$ cat src/hw/rtl/sfcc_pkg.sv
// Shared types, constants and the byte-wide CRC-16/MODBUS step.
// No dependencies; used by every module of sensor_frame_crc_check.
package sfcc_pkg;

  localparam logic [15:0] CrcInit     = 16'hFFFF;
  localparam logic [15:0] CrcPolyRefl = 16'hA001;
  localparam logic [2:0]  CrcSpan     = 3'd6;   // bytes 0..5 are covered by the CRC
  localparam logic [2:0]  PosHumHi    = 3'd2;
  localparam logic [2:0]  PosHumLo    = 3'd3;
  localparam logic [2:0]  PosTempHi   = 3'd4;
  localparam logic [2:0]  PosTempLo   = 3'd5;
  localparam logic [2:0]  PosCrcLo    = 3'd6;
  localparam logic [2:0]  PosLast     = 3'd7;

  // One result word as it travels to the output register
  typedef struct packed {
    logic        valid;
    logic [15:0] humidity_word;
    logic [15:0] temperature_word;
    logic        crc_ok;
  } sfcc_res_t;

  // Reflected CRC update over one byte, eight bit steps unrolled
  function automatic logic [15:0] crc_byte(input logic [15:0] crc, input logic [7:0] b);
    logic [15:0] c;
    c = crc ^ {8'h00, b};
    for (int k = 0; k < 8; k++) begin
      if (c[0]) begin
        c = (c >> 1) ^ CrcPolyRefl;
      end else begin
        c = c >> 1;
      end
    end
    return c;
  endfunction

endpackage

$ cat src/hw/rtl/sfcc_frame_track.sv
// Frame tracker: byte position, running CRC and the held sensor words.
// Depends on sfcc_pkg.
module sfcc_frame_track (
  input  logic                clk_i,
  input  logic                rst_ni,
  input  logic                take_i,
  input  logic [7:0]          data_byte_i,
  input  logic                frame_start_i,
  output sfcc_pkg::sfcc_res_t res_o
);
  import sfcc_pkg::*;

  logic [15:0] crc_q, crc_d;
  logic [2:0]  pos_q, pos_d;
  logic [15:0] hum_q, hum_d;
  logic [15:0] temp_q, temp_d;
  logic [7:0]  crc_lo_q, crc_lo_d;
  logic [15:0] crc_cur;
  logic [2:0]  pos_cur;

  // frame start restarts the count and the CRC before this byte is used
  assign pos_cur = frame_start_i ? 3'd0 : pos_q;
  assign crc_cur = frame_start_i ? CrcInit : crc_q;

  always_comb begin
    crc_d    = crc_cur;
    pos_d    = pos_cur + 3'd1;
    hum_d    = hum_q;
    temp_d   = temp_q;
    crc_lo_d = crc_lo_q;
    if (pos_cur < CrcSpan) begin
      crc_d = crc_byte(crc_cur, data_byte_i);
    end
    case (pos_cur)
      PosHumHi:  hum_d[15:8]  = data_byte_i;
      PosHumLo:  hum_d[7:0]   = data_byte_i;
      PosTempHi: temp_d[15:8] = data_byte_i;
      PosTempLo: temp_d[7:0]  = data_byte_i;
      PosCrcLo:  crc_lo_d     = data_byte_i;
      default: ;
    endcase
    if (pos_cur == PosLast) begin
      pos_d = 3'd0;
      crc_d = CrcInit;
    end
  end

  // result uses the held words; the CRC is already final after byte 5
  assign res_o.valid            = take_i && (pos_cur == PosLast);
  assign res_o.humidity_word    = hum_q;
  assign res_o.temperature_word = temp_q;
  assign res_o.crc_ok           = (crc_cur == {data_byte_i, crc_lo_q});

  always_ff @(posedge clk_i or negedge rst_ni) begin
    if (!rst_ni) begin
      crc_q    <= CrcInit;
      pos_q    <= 3'd0;
      hum_q    <= 16'h0000;
      temp_q   <= 16'h0000;
      crc_lo_q <= 8'h00;
    end else if (take_i) begin
      crc_q    <= crc_d;
      pos_q    <= pos_d;
      hum_q    <= hum_d;
      temp_q   <= temp_d;
      crc_lo_q <= crc_lo_d;
    end
  end

endmodule

$ cat src/hw/rtl/sfcc_out_reg.sv
// Output register for result words, valid/stall towards the receiver.
// Depends on sfcc_pkg.
module sfcc_out_reg (
  input  logic                clk_i,
  input  logic                rst_ni,
  input  sfcc_pkg::sfcc_res_t res_i,
  output logic                busy_o,
  output logic                out_valid_o,
  input  logic                out_stall_i,
  output logic [15:0]         humidity_word_o,
  output logic [15:0]         temperature_word_o,
  output logic                crc_ok_o
);
  import sfcc_pkg::*;

  logic        valid_q;
  logic [15:0] hum_q;
  logic [15:0] temp_q;
  logic        ok_q;

  // a word still waiting under stall blocks the next load
  assign busy_o = valid_q && out_stall_i;

  always_ff @(posedge clk_i or negedge rst_ni) begin
    if (!rst_ni) begin
      valid_q <= 1'b0;
    end else if (!busy_o) begin
      valid_q <= res_i.valid;
    end
  end

  always_ff @(posedge clk_i) begin
    if (!busy_o && res_i.valid) begin
      hum_q  <= res_i.humidity_word;
      temp_q <= res_i.temperature_word;
      ok_q   <= res_i.crc_ok;
    end
  end

  assign out_valid_o        = valid_q;
  assign humidity_word_o    = hum_q;
  assign temperature_word_o = temp_q;
  assign crc_ok_o           = ok_q;

endmodule

$ cat src/hw/rtl/sensor_frame_crc_check.sv
// Top level of the sensor frame CRC checker.
// Depends on sfcc_pkg, sfcc_frame_track and sfcc_out_reg.
//
// Usage:
//   Input channel: one frame byte per word (data_byte_i, frame_start_i),
//   taken when in_valid_i is high and in_stall_o is low. An eight-byte
//   frame is bytes 0..7; frame_start_i marks byte 0 and drops any partial
//   frame. Frames may also follow one another without frame_start_i.
//   Bytes 0..5 run through CRC-16/MODBUS (init FFFF, reflected A001);
//   bytes 2-3 are the humidity word and 4-5 the temperature word, both
//   high byte first; bytes 6-7 carry the received CRC, low byte first.
//   Output channel: one word per frame, out_valid_o with humidity,
//   temperature and crc_ok (computed CRC equals received CRC).
//   Output register: the result appears there the cycle after byte 7 is taken.
//   Throughput: one byte per cycle while in_stall_o is low; the CRC update of a
//   byte is an unrolled eight-step chain between the state registers.
//   Stall: while a result sits in the output register with out_stall_i
//   high, in_stall_o is raised and no byte is taken; the held result
//   does not change.
//   Reset: CRC to FFFF, byte count and held words to zero, output empty.
module sensor_frame_crc_check (
  input  logic        clk_i,
  input  logic        rst_ni,
  input  logic        in_valid_i,
  output logic        in_stall_o,
  input  logic [7:0]  data_byte_i,
  input  logic        frame_start_i,
  output logic        out_valid_o,
  input  logic        out_stall_i,
  output logic [15:0] humidity_word_o,
  output logic [15:0] temperature_word_o,
  output logic        crc_ok_o
);
  import sfcc_pkg::*;

  sfcc_res_t res;
  logic      busy;
  logic      take;

  // byte taken this cycle
  assign take       = in_valid_i && !busy;
  assign in_stall_o = busy;

  sfcc_frame_track u_track (
    .clk_i         (clk_i),
    .rst_ni        (rst_ni),
    .take_i        (take),
    .data_byte_i   (data_byte_i),
    .frame_start_i (frame_start_i),
    .res_o         (res)
  );

  sfcc_out_reg u_out (
    .clk_i              (clk_i),
    .rst_ni             (rst_ni),
    .res_i              (res),
    .busy_o             (busy),
    .out_valid_o        (out_valid_o),
    .out_stall_i        (out_stall_i),
    .humidity_word_o    (humidity_word_o),
    .temperature_word_o (temperature_word_o),
    .crc_ok_o           (crc_ok_o)
  );

endmodule
$ cat config.mk
export PLATFORM = sky130hd
export DESIGN_NAME = sensor_frame_crc_check
export DESIGN_NICKNAME = d
export VERILOG_FILES = /design/src/hw/rtl/sfcc_pkg.sv /design/src/hw/rtl/sfcc_frame_track.sv /design/src/hw/rtl/sfcc_out_reg.sv /design/src/hw/rtl/sensor_frame_crc_check.sv
export SDC_FILE = /design/constraint.sdc
export NUM_CORES = 1
export LEC_CHECK = 0
export BUFFER_PORTS_ARGS = -buffer_cell sky130_fd_sc_hd__buf_4
export CAP_MARGIN = 15
export CELL_PAD_IN_SITES_DETAIL_PLACEMENT = 2
export CELL_PAD_IN_SITES_GLOBAL_PLACEMENT = 2
export CORE_ASPECT_RATIO = 1.25
export CORE_MARGIN = 1
export CORE_UTILIZATION = 43
export CTS_CLUSTER_DIAMETER = 150
export DETAILED_ROUTE_END_ITERATION = 8
export GPL_ROUTABILITY_DRIVEN = 0
export PLACE_DENSITY = 0.89
export SETUP_SLACK_MARGIN = 0.05
export SLEW_MARGIN = 20
export SYNTH_ARGS = -nofsm -noshare
export SYNTH_HDL_FRONTEND = slang
export SYNTH_HIERARCHICAL = 1
export SYNTH_SLANG_ARGS = --single-unit
$ cat constraint.sdc
create_clock -name clk_i -period 7.5 [get_ports clk_i]
set_input_delay 1.125 -clock clk_i [delete_from_list [all_inputs] [get_ports clk_i]]
set_output_delay 1.125 -clock clk_i [all_outputs]
set_load 0.01 [all_outputs]
==> results of run 1 <==
[metal layers]
layer	wire, um	up-vias
met2	6150	74
met3	307	24
met1	4544	1453
li1	-	1238
met4	413	0
met5	0	-
[per-stage QoR]
| stage | util (%) | cells | hold WS, ns | worst slack [ns] | total power (W) |
|---|---|---|---|---|---|
| 2_1_floorplan | - | 329 | 0.4194 | 3.529 | 0.001079 |
| 3_3_place_gp | 48.56 | 476 | 0.4252 | 3.617 | 0.001143 |
| 3_5_place_dp | 48.56 | 476 | 0.4355 | 3.418 | 0.001195 |
| 4_1_cts | 51.33 | 492 | 0.4494 | 3.753 | 0.001642 |
| 5_1_grt | 51.33 | 492 | 0.4600 | 3.548 | 0.001704 |
| 6_report | 51.33 | 492 | 0.4498 | 3.755 | 0.001624 |
[sequential cells by signal (all words and copies together), names as in the netlist]
register / count
u_out/crc_ok_o: 1
u_out/humidity_word_o: 16
u_out/out_valid_o: 1
u_out/temperature_word_o: 16
u_track/crc_lo_q: 8
u_track/crc_q: 16
u_track/hum_q: 16
u_track/pos_q: 3
u_track/temp_q: 16
[placed cells by master (no fill, tap or decap), types with 11 or more instances in the layout]
master and instances:
dfrtp_1 44, nand2_1 11, buf_4 47, dfstp_2 16
xnor2_1 20, edfxtp_1 33, mux2_2 40, o22a_1 17
xor2_1 12, a21oi_1 14, nor2_1 23
[power breakdown]
group          leakage (nW)  switching (W)  internal, W  total, W
sequential             1.03       0.000132     0.000702  0.000834
clock                 0.130       0.000193     0.000226  0.000419
combinational         0.852       0.000169     0.000202  0.000371
total                  2.01       0.000494      0.00113   0.00162
[cell families (layout without fill, tap and decap cells)]
family,after synthesis,count (layout),synth area share (%)
multiplexers,41,41,10.75
flip-flops,93,93,58.66
AO/OA/AOI/OAI,58,58,9.319
adder cells (fa/ha/maj),6,6,1.753
buffers and inverters,31,68,3.009
XOR/XNOR,37,37,9.173
AND/OR/NAND/NOR,63,63,7.332
[cell type report]
cell class	count	area share [%]
repair buffers	47	7.116
multi-input cells	205	33.26
clock buffers	11	4.693
inverters	5	0.3785
clock inverters	5	0.7065
flip-flops and latches	93	50.67
well taps	126	3.179
[worst max path at each step]
stage	startpoint	end	slack (ns)	depth (start not counted)
6_report	frame_start_i	u_out/crc_ok_o$_DFFE_PP_	3.76	7
5_1_grt	frame_start_i	u_out/humidity_word_o[14]$_DFFE_PP_	3.55	7
4_1_cts	frame_start_i	u_out/temperature_word_o[12]$_DFFE_PP_	3.75	7
3_5_place_dp	frame_start_i	u_out/crc_ok_o$_DFFE_PP_	3.42	7
3_3_place_gp	frame_start_i	u_out/crc_ok_o$_DFFE_PP_	3.62	7
2_1_floorplan	frame_start_i	u_out/crc_ok_o$_DFFE_PP_	3.53	10
==> metrics.yaml, run 1 <==
logic_synthesis:
  synth_nets: 348
  synth.distinct_cells: 40
  synth-seq-area-share_pct: 58.66
  syn_area_um2: 4283
  netlist_top_cells_area: "dfrtp_1 26%, edfxtp_1 23%, mux2_2 11%"
  synth_flop_cell: "dfrtp_1"
  synthTopCellsByCount: "44 x dfrtp_1, 40 x mux2_2, 33 x edfxtp_1, 23 x nor2_1, 20 x xnor2_1"
  ys_warn_count: 6
  syn-mean-instance-area_um2: 13.02
  yosysTopAreaCell: "dfrtp_1"
  ys_ff_latch: 93
  synthArstFlopShare_pct: 64.52
  synth_edf_count: 33
  yosysMostFrequentCell: "dfrtp_1"
  synthCells: 329
  yosysTopAreaCellShare_pct: 25.71
clock_tree:
  ctsHoldBuffers: 0
  cts-root-buf: "clkbuf_16"
  htreeDepth: 3
  post_cts_buffers: 0
  numCtsBuffers: 9
  cts_sinks: 93
  path_clk_slew_ns: 0.06
  cts_tree: "built"
  cts.path.max_buffers: 2
  clock_latency_ns: 0.35
  cts_resized: 0
die:
  coreArea_um2: 9659
  die-width_um: 91.27
  ios: 48
  start_util_pct: 44.34
  die_y_um: 113.6
  die_area_um2: 10370
  fp-row-count: 40
critical_path:
  cp_cell_sequence: "buf_4, nand2b_1, inv_1, ha_1, ha_1, and2_1, a21boi_4"
  cp_num_buf_inv: 2
  worstSetupStartpointType: "input port"
  critPathKind: "in -> reg"
  cp_max_fo: 43
  crit_arrival_ns: 3.71
  path_delay_family: "compound AO/OA/AOI/OAI gates"
  crit_top_cell: "ha_1"
  rrSetupSlack_ns: 4.57
  r2r_end: "u_out/crc_ok_o$_DFFE_PP_"
  slowest_delay_ns: 0.86
  cp.required_ns: 7.46
  critical_path.endpoint_type: "register"
  r2r-start: "u_track/pos_q[1]$_DFFE_PN0P_"
  timing.reg2reg.worst_path_depth: 6
  cpMaxStageDelayCell: "a21boi_4"
timing:
  clock_skew_ns: 0.01019
  finalHoldViolCount: 0
  final.setup.tns_ns: 0
  drv_slew: 0
  fmax_mhz: 267.0
  rsz0062_at_grt: "false"
  slew_headroom_pct: 28.04
  fin_crit_sh_pct: 49.93
  tightest_slew_ns: 1.077
  finalSetupViolCount: 0
  min_period_ns: 3.745
power:
  peakVddDrop_v: 0.0001201
  p_leak_nw: 2.007
  p_per_area_nw_per_um2: 327.5
finish:
  register_area_um2: 2512
  nets: 380
  syn_to_final_growth_pct: 15.78
  n_fill_cell: 921
  drive_above_1_share_pct: 33.61
  multi_input_area_um2: 1649
  n_antenna_cell: 0
  final_cell_area_um2: 4959
worst_hold_path:
  min_from: "u_track/temp_q[14]$_DFFE_PN0P_"
  hold_depth: 0
  holdCritPathClass: "reg -> reg"
  worstHoldEndpoint: "u_out/temperature_word_o[14]$_DFFE_PP_"
placement:
  post-dp-hpwl_mm: 6.914
  port_buffers: 47
  dpl_cell_area_um2: 4691
detailed_routing:
  initialDrtViolationCount: 121
  vias: 2789
  drt-vias-per-instance: 5.669
  detail_route.first_pass.iterations: 4
  drt.antenna.violating_nets: 0
  wl_per_cell_um: 23.20
  drc_errors: 0
  postRouteWirelength_mm: 11.42
global_route:
  gr-usage-met1_pct: 27.92
  use_met3_pct: 4.133
  grt_pass1_vias: 3092
  grt_pass1_wl_mm: 18.08
  grt_max_degree: 61
  busiest_layer: "met2"
  grtUsageMet2_pct: 42.68
  grt_use_total_pct: 24.26
  antenna_found_initial: 0
  grt.overflow.total: 0
flow_run:
  maxCapViolCount: 0
outcome:
  status: "finished, final reports clean"
No activity file was read; power rests on OpenSTA's default activity.
==> inputs of run 2 (changes only) <==
--- a/config.mk
+++ b/config.mk
@@ -5,17 +5,18 @@
 export SDC_FILE = /design/constraint.sdc
 export NUM_CORES = 1
 export LEC_CHECK = 0
+export ABC_AREA = 1
 export BUFFER_PORTS_ARGS = -buffer_cell sky130_fd_sc_hd__buf_4
 export CAP_MARGIN = 15
 export CELL_PAD_IN_SITES_DETAIL_PLACEMENT = 2
 export CELL_PAD_IN_SITES_GLOBAL_PLACEMENT = 2
 export CORE_ASPECT_RATIO = 1.25
 export CORE_MARGIN = 1
-export CORE_UTILIZATION = 43
+export CORE_UTILIZATION = 37
 export CTS_CLUSTER_DIAMETER = 150
 export DETAILED_ROUTE_END_ITERATION = 8
 export GPL_ROUTABILITY_DRIVEN = 0
-export PLACE_DENSITY = 0.89
+export PLACE_DENSITY = 0.84
 export SETUP_SLACK_MARGIN = 0.05
 export SLEW_MARGIN = 20
 export SYNTH_ARGS = -nofsm -noshare
==> constraint.sdc (replaced) <==
create_clock -name clk_i -period 3.8 [get_ports clk_i]
set_input_delay 0.57 -clock clk_i [delete_from_list [all_inputs] [get_ports clk_i]]
set_output_delay 0.57 -clock clk_i [all_outputs]
set_load 0.01 [all_outputs]
==> run 2 against run 1 <==
Register-to-register slack got worse by 3.2 ns. Sequential cell count unchanged. Area after synthesis decreased by 3.7%. Highest routed layer unchanged. Hold slack got worse by 0.13 ns. Clock-buffer cell count down 2. Global-route usage is 1.2 points lower. Clock skew is 0.0039 ns lower. First-iteration DRC count grew 22%. Non-clock buffer count rose by 4. Largest cell class unchanged. Critical path type is now reg -> reg. Setup slack lost 2.4 ns. Sequential power increased by 65%.
==> metrics.yaml, run 2 <==
critical_path:
  cp_cell_sequence: "nand2_1, inv_1, nor2_2, clkinv_1, nor2_1, a21oi_1, o21ai_0, inv_1"
  slowest_delay_ns: 0.48
  cpMaxStageDelayCell: "nor2_2"
  cp.required_ns: 4.06
  worstSetupStartpointType: "register"
  crit_top_cell: "inv_1"
  r2r-start: "u_out/out_valid_o$_DFFE_PN0N_"
  cp_max_fo: 13
  crit_path_start: "u_out/out_valid_o$_DFFE_PN0N_"
  critPathKind: "reg -> reg"
  crit_arrival_ns: 2.72
  critical_path.endpoint_type: "register"
die:
  start_util_pct: 38.48
  coreArea_um2: 10720
  fp-row-count: 42
  ios: 48
  die_y_um: 120.1
  die_area_um2: 11580
  die-width_um: 96.44
logic_synthesis:
  synthCells: 420
  synth-seq-area-share_pct: 60.90
  netlist_top_cells_area: "dfrtp_1 27%, edfxtp_1 24%, nand2_1 11%"
  yosysTopAreaCell: "dfrtp_1"
  synth.distinct_cells: 29
  synth_flop_cell: "dfrtp_1"
  yosysMostFrequentCell: "nand2_1"
  syn_area_um2: 4125
  syn-mean-instance-area_um2: 9.822
  synthArstFlopShare_pct: 64.52
  ys_warn_count: 6
  ys_ff_latch: 93
  synthTopCellsByCount: "120 x nand2_1, 57 x o21ai_0, 44 x dfrtp_1, 35 x inv_1, 33 x edfxtp_1"
  synth_nets: 439
  synth_edf_count: 33
  yosysTopAreaCellShare_pct: 26.69
clock_tree:
  clock_latency_ns: 0.34
  path_clk_slew_ns: 0.07
  numCtsBuffers: 9
  cts-root-buf: "clkbuf_16"
  cts_tree: "built"
  post_cts_buffers: 0
  cts_resized: 0
  htreeDepth: 3
  cts_sinks: 93
  cts.path.max_buffers: 2
  ctsHoldBuffers: 0
flow_run:
  maxCapViolCount: 0
detailed_routing:
  drt.antenna.violating_nets: 0
  drc_errors: 0
  drt-vias-per-instance: 5.250
  vias: 3187
  postRouteWirelength_mm: 12.08
  detail_route.first_pass.iterations: 4
  wl_per_cell_um: 19.89
  initialDrtViolationCount: 148
timing:
  fmax_mhz: 406.6
  fin_crit_sh_pct: 64.72
  finalSetupViolCount: 0
  tightest_slew_ns: 0.7658
  clock_skew_ns: 0.006316
  rsz0062_at_grt: "false"
  min_period_ns: 2.459
  slew_headroom_pct: 48.95
  finalHoldViolCount: 0
  final.setup.tns_ns: 0
  drv_slew: 0
  worst_slack_ns: 1.341
finish:
  n_antenna_cell: 0
  mostFrequentLayoutCells: "120 x nand2_1, 57 x o21ai_0, 51 x buf_4"
  syn_to_final_growth_pct: 19.20
  nets: 490
  layout_commonest_cell: "nand2_1"
  drive_above_1_share_pct: 21.68
power:
  peakVddDrop_v: 0.0002707
  p_leak_nw: 2.286
  p_total_w: 0.002698
  p_per_area_nw_per_um2: 548.7
outcome:
  status: "finished, final reports clean"
global_route:
  grt_pass1_wl_mm: 19.73
  antenna_found_initial: 0
  grt_use_total_pct: 23.07
  grt_pass1_vias: 3585
  grt.overflow.total: 0
  grt_max_degree: 61
worst_hold_path:
  holdCritPathClass: "in -> async"
placement:
  dp_slack_ns: 1.115
  port_buffers: 47
  post-dp-hpwl_mm: 8.359
run 2: cell count changes after synthesis, sizes merged, moves of 8 or more:
cell | before | now
buf | 11 | 3
inv | 5 | 36
mux2 | 40 | 0
nand2 | 11 | 132
nand3 | 3 | 16
o21ai | 9 | 59
o22a | 17 | 0
xnor2 | 21 | 0
run 2: kinds of logic after synthesis:
family / count (synthesis) / synth area share, %
DFF: 93 / 60.90
adders and majority gates: 6 / 1.820
buffers and inverters: 48 / 4.731
and+or+nand+nor: 179 / 18.93
xor gates and xnor gates: 19 / 4.034
AOI/OAI and AO/OA: 75 / 9.584
run 2: stage by stage:
step	instances	hold WS [ns]	utilization (%)	cell area, um2
3_5_place_dp	592	0.4356	43.17	4628
6_report	607	0.3176	45.87	4917
2_1_floorplan	420	0.2744	-	4125
5_1_grt	607	0.3659	45.87	4917
4_1_cts	607	0.3412	45.87	4917
3_3_place_gp	592	0.4332	43.17	4628
run 2: final cells by class:
class,instances,area [um2]
Fill cell,1176,5803
Sequential cell,93,2512
Multi-Input combinational cell,279,1429
Timing Repair Buffer,51,382.9
Clock buffer,9,225.2
Tap cell,132,165.2
Inverter,37,138.9
Clock inverter,6,63.81
run 2: final timing paths:
path                                                 endpoint  slack, ns  cells after the start
min                           u_track/crc_lo_q[2]$_DFFE_PN0P_       0.32                      1
max                              u_track/crc_q[4]$_DFFE_PN1P_       1.34                      8
max reg2reg                      u_track/crc_q[4]$_DFFE_PN1P_       1.34                      8
min in group clk_i         u_out/humidity_word_o[3]$_DFFE_PP_       0.45                      0
max in group asynchronous      u_track/temp_q[15]$_DFFE_PN0P_       2.99                      1
min reg2reg                u_out/humidity_word_o[3]$_DFFE_PP_       0.45                      0
run 2: worst max-delay path, delay by kind of cell, from the launching register on:
kind,cells,cell delay [ns]
AO/OA/AOI/OAI,2,0.59
flip-flops,1,0.42
buffers and inverters,3,0.32
AND/OR/NAND/NOR,3,1.05
run 2: where the power goes:
group | leakage [nW] | total, W | internal, W | switching (W)
combinational | 1.10 | 0.000435 | 0.000143 | 0.000293
sequential | 1.05 | 0.00138 | 0.00126 | 0.000119
clock | 0.139 | 0.000883 | 0.000506 | 0.000377
run 2: per-layer routing:
metal,routed length [um],track usage (%),share of wire [%],up-vias
li1,-,-,-,1485
met1,5075,28.30,42,1627
met2,6471,40.58,54,58
met3,300,3.739,2.5,17
met4,229,7.261,1.9,0
met5,0,0,0,-
